--- src/hw/rtl/irtt_pkg.sv ---
// package: transaction types, state encoding and digit character mapping
package irtt_pkg;

    localparam int unsigned CHUNK_BITS = 8;
    localparam logic [5:0] RADIX_RESET = 6'd10;
    localparam logic [5:0] RADIX_MIN = 6'd2;
    localparam logic [5:0] RADIX_MAX = 6'd36;
    localparam logic [5:0] DIGIT_MAX = 6'd35;
    localparam logic [7:0] CHAR_ZERO = 8'h30;
    localparam logic [7:0] CHAR_LOWER_A = 8'h61;
    localparam logic [7:0] CHAR_QUERY = 8'h3f;

    typedef struct packed {
        logic        kind;
        logic [63:0] value;
    } t_in;

    typedef struct packed {
        logic [7:0] character;
        logic       minus_before;
        logic       last;
    } t_out;

    typedef enum logic [1:0] {
        S_IDLE,
        S_DIV,
        S_READ,
        S_SEND
    } t_state;

    function automatic logic [7:0] digit_char(input logic [5:0] d);
        logic [7:0] c;
        if (d < 6'd10) begin
            c = CHAR_ZERO + {2'b00, d};
        end else if (d <= DIGIT_MAX) begin
            c = CHAR_LOWER_A + {2'b00, d} - 8'd10;
        end else begin
            c = CHAR_QUERY;
        end
        return c;
    endfunction

endpackage

--- src/hw/rtl/integer_radix_to_text.sv ---
// top level: integer to ascii text in a configurable radix
// the radix divider takes the value eight bits per step for each digit,
// then each character goes through the digit memory read port and output register
// one number at a time: a new number is taken only in idle, after the last character
// reset: synchronous, radix back to 10, control idle; digit memory is not cleared
module integer_radix_to_text #(
    parameter int unsigned VALUE_WIDTH = 64,
    parameter int unsigned DIGIT_DEPTH = 64
) (
    input  logic             i_clk,
    input  logic             i_rst_n,
    input  logic             i_cfg_we,
    input  logic [5:0]       i_cfg_data,
    input  logic             i_in_valid,
    output logic             o_in_stall,
    input  irtt_pkg::t_in    i_in,
    output logic             o_out_valid,
    input  logic             i_out_stall,
    output irtt_pkg::t_out   o_out
);
    import irtt_pkg::*;

    localparam int unsigned STEPS = (VALUE_WIDTH + CHUNK_BITS - 1) / CHUNK_BITS;
    localparam int unsigned PAD_W = STEPS * CHUNK_BITS;
    localparam int unsigned SW = (STEPS > 1) ? $clog2(STEPS) : 1;
    localparam int unsigned AW = (DIGIT_DEPTH > 1) ? $clog2(DIGIT_DEPTH) : 1;
    localparam int unsigned CW = $clog2(DIGIT_DEPTH + 1);

    t_state               r_state, n_state;
    logic [5:0]           r_radix;
    logic [5:0]           r_rdx;
    logic                 r_neg;
    logic                 r_first;
    logic [PAD_W-1:0]     r_quot;
    logic [5:0]           r_rem;
    logic [SW-1:0]        r_step;
    logic [CW-1:0]        r_cnt;
    logic [AW-1:0]        r_rd;
    logic [5:0]           r_mem_q;
    logic [5:0]           mem [DIGIT_DEPTH];

    logic                 in_acc;
    logic                 out_acc;
    logic                 step_done;
    logic                 div_end;
    logic                 mem_we;
    logic [VALUE_WIDTH-1:0] v_in;
    logic [VALUE_WIDTH-1:0] v_mag;
    logic                 v_neg;
    logic [5:0]           eff_rdx;
    logic [5:0]           rem_new;
    logic [CHUNK_BITS-1:0] q_bits;
    logic [PAD_W-1:0]     quot_new;
    logic [CW-1:0]        cnt_inc;

    assign in_acc = i_in_valid && !o_in_stall;
    assign out_acc = o_out_valid && !i_out_stall;

    // input magnitude and sign
    assign v_in = i_in.value[VALUE_WIDTH-1:0];
    assign v_neg = i_in.kind && v_in[VALUE_WIDTH-1];
    assign v_mag = v_neg ? (~v_in + 1'b1) : v_in;

    always_comb begin
        if (r_radix < RADIX_MIN) begin
            eff_rdx = RADIX_MIN;
        end else if (r_radix > RADIX_MAX) begin
            eff_rdx = RADIX_MAX;
        end else begin
            eff_rdx = r_radix;
        end
    end

    // eight restoring division steps per cycle on the narrow remainder
    always_comb begin
        logic [5:0]            rem;
        logic [6:0]            t;
        logic [CHUNK_BITS-1:0] chunk;
        rem = r_rem;
        chunk = r_quot[PAD_W-1 -: CHUNK_BITS];
        q_bits = '0;
        for (int k = 0; k < CHUNK_BITS; k++) begin
            t = {rem, chunk[CHUNK_BITS-1-k]};
            if (t >= {1'b0, r_rdx}) begin
                t = t - {1'b0, r_rdx};
                q_bits[CHUNK_BITS-1-k] = 1'b1;
            end
            rem = t[5:0];
        end
        rem_new = rem;
        quot_new = (r_quot << CHUNK_BITS) | PAD_W'(q_bits);
    end

    assign step_done = (r_step == SW'(STEPS - 1));
    assign cnt_inc = r_cnt + 1'b1;
    assign div_end = step_done && ((quot_new == '0) || (cnt_inc == CW'(DIGIT_DEPTH)));

    // next state
    always_comb begin
        n_state = r_state;
        unique case (r_state)
            S_IDLE: begin
                if (in_acc) begin
                    n_state = S_DIV;
                end
            end
            S_DIV: begin
                if (div_end) begin
                    n_state = S_READ;
                end
            end
            S_READ: begin
                n_state = S_SEND;
            end
            S_SEND: begin
                if (out_acc) begin
                    n_state = (r_rd == '0) ? S_IDLE : S_READ;
                end
            end
            default: begin
                n_state = S_IDLE;
            end
        endcase
    end

    // state outputs
    always_comb begin
        o_in_stall = 1'b1;
        o_out_valid = 1'b0;
        mem_we = 1'b0;
        unique case (r_state)
            S_IDLE: begin
                o_in_stall = 1'b0;
            end
            S_DIV: begin
                mem_we = step_done;
            end
            S_READ: begin
                o_in_stall = 1'b1;
            end
            S_SEND: begin
                o_out_valid = 1'b1;
            end
            default: begin
                o_in_stall = 1'b1;
            end
        endcase
    end

    always_comb begin
        o_out.character = digit_char(r_mem_q);
        o_out.minus_before = r_first && r_neg;
        o_out.last = (r_rd == '0);
    end

    always_ff @(posedge i_clk) begin
        if (!i_rst_n) begin
            r_state <= S_IDLE;
            r_radix <= RADIX_RESET;
            r_cnt <= '0;
        end else begin
            r_state <= n_state;
            if (i_cfg_we) begin
                r_radix <= i_cfg_data;
            end
            if (in_acc) begin
                r_cnt <= '0;
            end else if (mem_we) begin
                r_cnt <= cnt_inc;
            end
        end
    end

    always_ff @(posedge i_clk) begin
        if (in_acc) begin
            r_quot <= PAD_W'(v_mag);
            r_rem <= '0;
            r_step <= '0;
            r_neg <= v_neg;
            r_rdx <= eff_rdx;
        end else if (r_state == S_DIV) begin
            r_quot <= quot_new;
            if (step_done) begin
                r_rem <= '0;
                r_step <= '0;
            end else begin
                r_rem <= rem_new;
                r_step <= r_step + 1'b1;
            end
        end
        if (r_state == S_DIV && div_end) begin
            r_rd <= r_cnt[AW-1:0];
            r_first <= 1'b1;
        end else if (out_acc) begin
            r_rd <= r_rd - 1'b1;
            r_first <= 1'b0;
        end
    end

    // digit memory, least significant digit at entry 0
    always_ff @(posedge i_clk) begin
        if (mem_we) begin
            mem[r_cnt[AW-1:0]] <= rem_new;
        end
        r_mem_q <= mem[r_rd];
    end

`ifndef NO_ASSERTIONS
    a_cnt_bound: assert property (@(posedge i_clk) disable iff (!i_rst_n)
        r_cnt <= CW'(DIGIT_DEPTH))
        else $error("digit count beyond memory depth");

    a_rem_below_radix: assert property (@(posedge i_clk) disable iff (!i_rst_n)
        (r_state == S_DIV) |-> (r_rem < r_rdx))
        else $error("partial remainder not below radix");

    a_no_input_while_out: assert property (@(posedge i_clk) disable iff (!i_rst_n)
        o_out_valid |-> o_in_stall)
        else $error("input taken while a character is pending");

    a_last_ends_run: assert property (@(posedge i_clk) disable iff (!i_rst_n)
        (out_acc && o_out.last) |=> (!o_out_valid && !o_in_stall))
        else $error("run continues after last character");
`endif

endmodule

--- config.mk ---
export PLATFORM = sky130hd
export DESIGN_NAME = integer_radix_to_text
export DESIGN_NICKNAME = d
export VERILOG_FILES = /design/src/hw/rtl/irtt_pkg.sv /design/src/hw/rtl/integer_radix_to_text.sv
export SDC_FILE = /design/constraint.sdc
export NUM_CORES = 1
export LEC_CHECK = 0
export BUFFER_PORTS_ARGS = -buffer_cell sky130_fd_sc_hd__buf_2
export CAP_MARGIN = 20
export CORE_ASPECT_RATIO = 1.25
export CORE_UTILIZATION = 55
export CTS_CLUSTER_DIAMETER = 30
export DETAILED_ROUTE_END_ITERATION = 6
export GPL_TIMING_DRIVEN = 0
export PLACE_DENSITY = 0.72
export SLEW_MARGIN = 15
export SYNTH_ARGS = -nofsm -noshare
export SYNTH_HDL_FRONTEND = slang
export SYNTH_SLANG_ARGS = --single-unit
--- constraint.sdc ---
create_clock -name i_clk -period 42.4 [get_ports i_clk]
set_input_delay 4.24 -clock i_clk [delete_from_list [all_inputs] [get_ports i_clk]]
set_output_delay 4.24 -clock i_clk [all_outputs]
set_load 0.02 [all_outputs]
; ---- Yosys cells after proc, flatten, opt, wreduce, memory -nomap -nowiden
; Memories as Yosys holds them, arrays and structs flattened. A register that Yosys moved wholly into a read port is not among the register bits.
; Index checks and enable logic that the tools add are counted.
[word_totals]
register_bits = 102
ram_bits = 384
input_bits = 76
output_inout_bits = 12
wordCells = 102
mem_count = 1
[memory_table]
columns = memory, depth, word_bits, rd, rd_clocked_by_memory_dff, write_ports, line
row1 = mem, 64, 6, 1, 1, 1, integer_radix_to_text.sv:40  ; logic [5:0] mem [DIGIT_DEPTH];
[op_classes]
n_addsub = 15
n_lt_le_gt_ge = 12
n_eq_ne = 8
n_mux = 36
n_bitwise = 3
n_reduce_logical = 16
[op_table]
columns = operator, count
row1 = 64-bit 2-to-1 mux, 3
row2 = 6-bit 2-to-1 mux, 12
row3 = 64-bit by 1-bit adder with 64-bit output (second input constant), 1
row4 = 64-bit zero test, 1
row5 = 64-bit NOT, 1
row6 = 64-bit by 8-bit OR with 64-bit output, 1
row7 = 7-bit by 6-bit >= comparator with 1-bit output, 8
row8 = 6-bit subtractor, 8
row9 = 8-bit 2-to-1 mux, 2
row10 = 1-bit 2-to-1 mux, 13
row11 = 7-bit by 6-bit adder with 8-bit output (first input constant), 1
row12 = 2-bit 2-to-1 mux, 4
row13 = 2-bit case mux with 4 select lines, 1
row14 = 8-bit by 4-bit subtractor with 8-bit output (second input constant), 1
row15 = 6-bit by 6-bit adder with 7-bit output (first input constant), 1
row16 = 7-bit by 1-bit adder with 7-bit output (second input constant), 1
row17 = 7-bit == test (second input constant), 1
row18 = 6-bit > comparator (second input constant), 1
row19 = 6-bit <= comparator (second input constant), 1
row20 = 1-bit logical AND, 6
row21 = 6-bit zero test, 1
row22 = 6-bit by 2-bit less-than comparator with 1-bit output (second input constant), 1
row23 = 6-bit by 4-bit less-than comparator with 1-bit output (second input constant), 1
row24 = 2-bit != test (second input constant), 3
row25 = other kinds (13), 16

; ---- Logic depth before layout (Yosys ltp)
[logic_depth]
depth_word = 22
mapped_depth = 82
depth_no_buf = 78

; ---- Worst setup path after synthesis
; OpenSTA, ideal clock, no wires.
[synth_path]
path_kind = reg-to-reg
startpoint = register r_rdx[1]
endpoint = memory mem[0][0] (data pin)
arrival_ns = 16.907
setup_slack_ns = 24.923
stages_incl_launch_ff = 79
period_less_slack_ns = 17.477
path_cell_list = edfxtp_1 inv_1 ha_1 a21o_1 a31oi_1 o21ai_2 o21ai_0 inv_1 ha_1 nor2b_1 o31a_1 o211ai_1 o2111a_2 nand2b_4 buf_6 o21a_1 ha_1 nor2b_1 [... 43 more ...] nand2b_1 a31o_2 a21o_1 a21o_1 a21oi_1 o2111ai_2 and2_1 clkbuf_1 a21oi_1 ha_1 a21o_1 a21o_1 a21o_1 a21o_1 a211o_1 a31o_2 a21oi_4 mux2i_1
[synth_between]
elab_chain_len = 16
elab_cells_between_ends = 23
cone_classes = add/sub (7) / order compare (8) / mux (8)
[synth_lines]
columns = item, line
row1 = "start, declared", integer_radix_to_text.sv:31  ; logic [5:0] r_rdx;
row2 = "start signal, assigned", integer_radix_to_text.sv:180  ; r_rdx <= eff_rdx;
row3 = 6-bit subtractor / 7-bit by 6-bit >= comparator with 1-bit output (equally long branches), "integer_radix_to_text.sv:85, integer_radix_to_text.sv:84"
row4 = 6-bit 2-to-1 mux, integer_radix_to_text.sv:84  ; if (t >= {1'b0, r_rdx}) begin
row5 = 6-bit subtractor / 7-bit by 6-bit >= comparator with 1-bit output (equally long branches), "integer_radix_to_text.sv:85, integer_radix_to_text.sv:84"
row6 = 6-bit 2-to-1 mux, integer_radix_to_text.sv:84
row7 = 6-bit subtractor / 7-bit by 6-bit >= comparator with 1-bit output (equally long branches), "integer_radix_to_text.sv:85, integer_radix_to_text.sv:84"
row8 = 6-bit 2-to-1 mux, integer_radix_to_text.sv:84
row9 = 6-bit subtractor / 7-bit by 6-bit >= comparator with 1-bit output (equally long branches), "integer_radix_to_text.sv:85, integer_radix_to_text.sv:84"
row10 = 6-bit 2-to-1 mux, integer_radix_to_text.sv:84
row11 = 6-bit subtractor / 7-bit by 6-bit >= comparator with 1-bit output (equally long branches), "integer_radix_to_text.sv:85, integer_radix_to_text.sv:84"
row12 = 6-bit 2-to-1 mux, integer_radix_to_text.sv:84
row13 = 7-bit by 6-bit >= comparator with 1-bit output / 6-bit subtractor (equally long branches), "integer_radix_to_text.sv:84, integer_radix_to_text.sv:85"
row14 = 6-bit 2-to-1 mux, integer_radix_to_text.sv:84
row15 = 6-bit subtractor / 7-bit by 6-bit >= comparator with 1-bit output (equally long branches), "integer_radix_to_text.sv:85, integer_radix_to_text.sv:84"
row16 = 6-bit 2-to-1 mux, integer_radix_to_text.sv:84
row17 = 7-bit by 6-bit >= comparator with 1-bit output (*), integer_radix_to_text.sv:84
row18 = 6-bit 2-to-1 mux (*), integer_radix_to_text.sv:84
row19 = via rem_new[0], integer_radix_to_text.sv:51  ; logic [5:0] rem_new;
row20 = "end, declared", integer_radix_to_text.sv:40
; The timed path passes the listed nets; every way through them passes the cells marked *.

; ---- Worst setup path in the final report
[layout_path]
startpoint = register r_rdx[1]
endpoint = register r_rem[3]
[layout_between]
elab_chain_len = 17
elab_cells_between_ends = 25
cone_classes = add/sub (8) / order compare (8) / mux (9)
[layout_lines]
columns = item, line
row1 = 6-bit subtractor / 7-bit by 6-bit >= comparator with 1-bit output (equally long branches), "integer_radix_to_text.sv:85, integer_radix_to_text.sv:84"
row2 = 6-bit 2-to-1 mux, integer_radix_to_text.sv:84
row3 = 6-bit subtractor / 7-bit by 6-bit >= comparator with 1-bit output (equally long branches), "integer_radix_to_text.sv:85, integer_radix_to_text.sv:84"
row4 = 6-bit 2-to-1 mux, integer_radix_to_text.sv:84
row5 = 6-bit subtractor / 7-bit by 6-bit >= comparator with 1-bit output (equally long branches), "integer_radix_to_text.sv:85, integer_radix_to_text.sv:84"
row6 = 6-bit 2-to-1 mux, integer_radix_to_text.sv:84
row7 = 6-bit subtractor / 7-bit by 6-bit >= comparator with 1-bit output (equally long branches), "integer_radix_to_text.sv:85, integer_radix_to_text.sv:84"
row8 = 6-bit 2-to-1 mux, integer_radix_to_text.sv:84
row9 = [... 2 more ...], n/a
row10 = 7-bit by 6-bit >= comparator with 1-bit output / 6-bit subtractor (equally long branches), "integer_radix_to_text.sv:84, integer_radix_to_text.sv:85"
row11 = 6-bit 2-to-1 mux, integer_radix_to_text.sv:84
row12 = 6-bit subtractor / 7-bit by 6-bit >= comparator with 1-bit output (equally long branches), "integer_radix_to_text.sv:85, integer_radix_to_text.sv:84"
row13 = 6-bit 2-to-1 mux, integer_radix_to_text.sv:84
row14 = 6-bit subtractor / 7-bit by 6-bit >= comparator with 1-bit output (equally long branches), "integer_radix_to_text.sv:85, integer_radix_to_text.sv:84"
row15 = 6-bit 2-to-1 mux (*), integer_radix_to_text.sv:84
row16 = via rem_new[3], integer_radix_to_text.sv:51
row17 = 6-bit 2-to-1 mux (*), integer_radix_to_text.sv:183  ; if (step_done) begin
row18 = "end signal, assigned", integer_radix_to_text.sv:187  ; r_rem <= rem_new;
row19 = "end, declared", integer_radix_to_text.sv:35  ; logic [5:0] r_rem;
; Marks and branches as above.
; A chain may end at the register's enable or synchronous reset.

==> out/results.tsv <==
stage	metric	value	unit
sta	Total Negative Setup Slacks	0	ns
yosys	Mapped Cells	1603	
detailed_routing	WL met1	21.3	mm
cts	Sinks on Clock Net	492	
critical_path	worst-path fanout max	33	
detailed_routing	Met2 Routed Length	29.7	mm
layout	most frequent cells in the layout	edfxtp_1, nor2_1, mux4_2	
detailed_routing	via/cell ratio	6.07	
detailed_routing	post-route ant nets	0	
layout	Diodes inserted	0	
placed_design	Buffers on Ports	85	
die	core area	42000	µm²
cts	Clock Tree Root	clkbuf_16	
yosys	syn nets	1746	
cts	Post-CTS Setup Bufs	0	
yosys	Mapped Area	23500	µm²
layout	register area	14500	µm²
critical_path	CP Launch Type	register	
global_route	initial antenna violation count	1	
cts	clock buffer count from CTS	77	
critical_path	critical path arrival	19.44	ns
cts	clock-pin slew on the worst setup and hold paths	0.06	ns
cts	Clock Latency Late Sink	0.61	ns
sta	crit share post-route	44.7	%
die	initial core utilization	55.9	%
sta	Finish-stage setup viols	0	
sta	Peak Freq	52.8	MHz
placed_design	gpl congestion	0.916	
cts	cts hold-fix bufs	0	
detailed_routing	Residual DRC	0	
sta	worst-margin pin slew	1.06	ns
global_route	gr usage total	26.8	%
global_route	GRT Residual Overflow	0	
layout	Finished Layout Cells	2393	
die	Die Area	43500	µm²
yosys	Netlist cell types	79	
detailed_routing	First-pass DRT Iterations	6	
critical_path	CP max stage delay	0.72	ns
cts	Longest Clk Path Bufs	3	
cts	post_cts resized	0	
yosys	Most used DFF post-synth	edfxtp_1	
placed_design	detailed placement HPWL	38.5	mm
critical_path	slowest CP cell	edfxtp_1	
global_route	largest net degree at the start of global routing	66	
detailed_routing	met3 WL	3.10	mm
global_route	first-pass GRT wire length	86.9	mm
die	Rows	84	
die	Die X	187	µm
cts	# H-tree levels	3	
worst_hold_path	path type of the worst min-delay path	reg2reg	
layout	synth-to-layout area growth	16.8	%
sta	min cycle time layout	18.94	ns
critical_path	Critical Path End Type	register	
layout	total of fill cells in the finished design	2992	
yosys	Synth Warn #	0	
sta	Slew Viols, Final	0	
layout	share of cells above drive strength 1	21.6	%
layout	leading cell type in the layout, fill and taps excluded	edfxtp_1	
layout	Final nets	1917	
critical_path	CP required	42.89	ns
yosys	share of the synthesized area in the top cell type	59.0	%
detailed_routing	DR iter-0 viols	1347	
yosys	area leader, netlist	edfxtp_1	
layout	multi-input logic area	8540	µm²
sta	relative slew slack	29.2	%
die	io pins	88	
run	maxcap violations	0	
yosys	Seq/Total Area, Yosys	61.6	%
sta	RSZ-0062 raised after global routing	false	
detailed_routing	routed wire length	56.5	mm
critical_path	CP most frequent cell	a21o_1	
die	chip height	233	µm
critical_path	worst setup path class	reg2reg	
placed_design	# placed instances	2252	
yosys	top cells by area, synth	edfxtp_1, mux4_2, ha_1	
yosys	Synth Area per Inst	14.6	µm²
cts	CTS tree	yes	
yosys	#FFs+latches synth	492	
global_route	vias in the first global route	15063	
run_status	status	completed	
detailed_routing	max layer used	met5	
sta	Final Hold Viols	0	
yosys	Post-synth EDFFs	461	
detailed_routing	wire length per cell	23.6	µm
sta	Clock Skew	0.0334	ns
detailed_routing	DR vias	14523	
yosys	Async S/R FF share, synth	0	%
==> logic make-up (layout without fill, tap and decap cells) <==
kind of cell / Yosys count / after routing / synth area share, %
muxes: 167 / 167 / 14.0
and+or+nand+nor: 397 / 397 / 7.94
buffers and inverters: 130 / 361 / 2.12
adders and majority gates: 68 / 68 / 3.87
AOI/OAI and AO/OA: 254 / 254 / 6.89
DFF: 492 / 492 / 61.6
xor gates and xnor gates: 95 / 95 / 3.54
==> cell usage after synthesis, drive strengths merged, types with 7 or more instances <==
cell type	number
mux2	23
nand2	117
a21o	20
or3	13
dfxtp	31
a31oi	7
o21a	10
o31ai	12
nand3	20
clkbuf	51
nor2	133
a21oi	53
xnor2	42
nor3	20
nand4	15
fa	8
mux2i	18
nor4	17
edfxtp	461
buf	19
nor2b	18
inv	59
xor2	53
ha	59
o21ai	104
a22o	8
nand2b	13
mux4	126
and3	7
==> final timing paths <==
path / to / slack, ns / depth (start not counted) / startpoint
setup / recovery: r_rem[3] / 23.46 / 80 / r_rdx[1]
hold / removal: r_first / 0.47 / 1 / r_first
setup reg to reg: r_rem[3] / 23.46 / 80 / r_rdx[1]
hold reg to reg: r_first / 0.47 / 1 / r_first
==> sequential cells by signal, indices dropped and copies added (netlist names), 2 cells and up <==
name / cells
mem: 384
r_quot: 64
r_cnt: 7
r_mem_q: 6
r_radix: 6
r_rd: 6
r_rdx: 6
r_rem: 6
r_step: 3
r_state: 2
==> stage by stage <==
stage	cell area [µm²]	utilization (%)	worst slack, ns	hold WS (ns)
after floorplan	23500	-	24.92	0.418
after global placement	24600	58.5	20.29	0.437
after detailed placement	24700	58.9	23.44	0.455
after CTS	27400	65.2	23.39	0.476
after global routing	27400	65.2	22.21	0.492
final	27400	65.2	23.46	0.473
==> critical path, delay by kind of cell (launching register included) <==
family	cells	cell delay (ns)
buffers and inverters	9	1.69
adder cells (fa/ha/maj)	8	2.35
flip-flops	1	0.72
AND/OR/NAND/NOR	14	2.19
multiplexers	5	2.09
AO/OA/AOI/OAI	44	9.78
==> layer usage <==
layer | GRT usage (%) | vias up
li1 | - | 6576
met1 | 31.2 | 7205
met2 | 48.2 | 595
met3 | 4.18 | 145
met4 | 13.6 | 2
met5 | 0 | -
==> area by class of cell <==
cell class                      instances  area share (%)
Clock buffer                           85            7.37
Inverter                               60           0.830
Buffer                                 70           0.995
Tap cell                              559            2.55
Sequential cell                       492            52.7
Timing Repair Buffer                   92            2.07
Clock inverter                         54            2.31
Multi-Input combinational cell        981            31.1
Power is not shown: default switching activity piles up to over one toggle a cycle in this logic, so the estimate is an artifact.
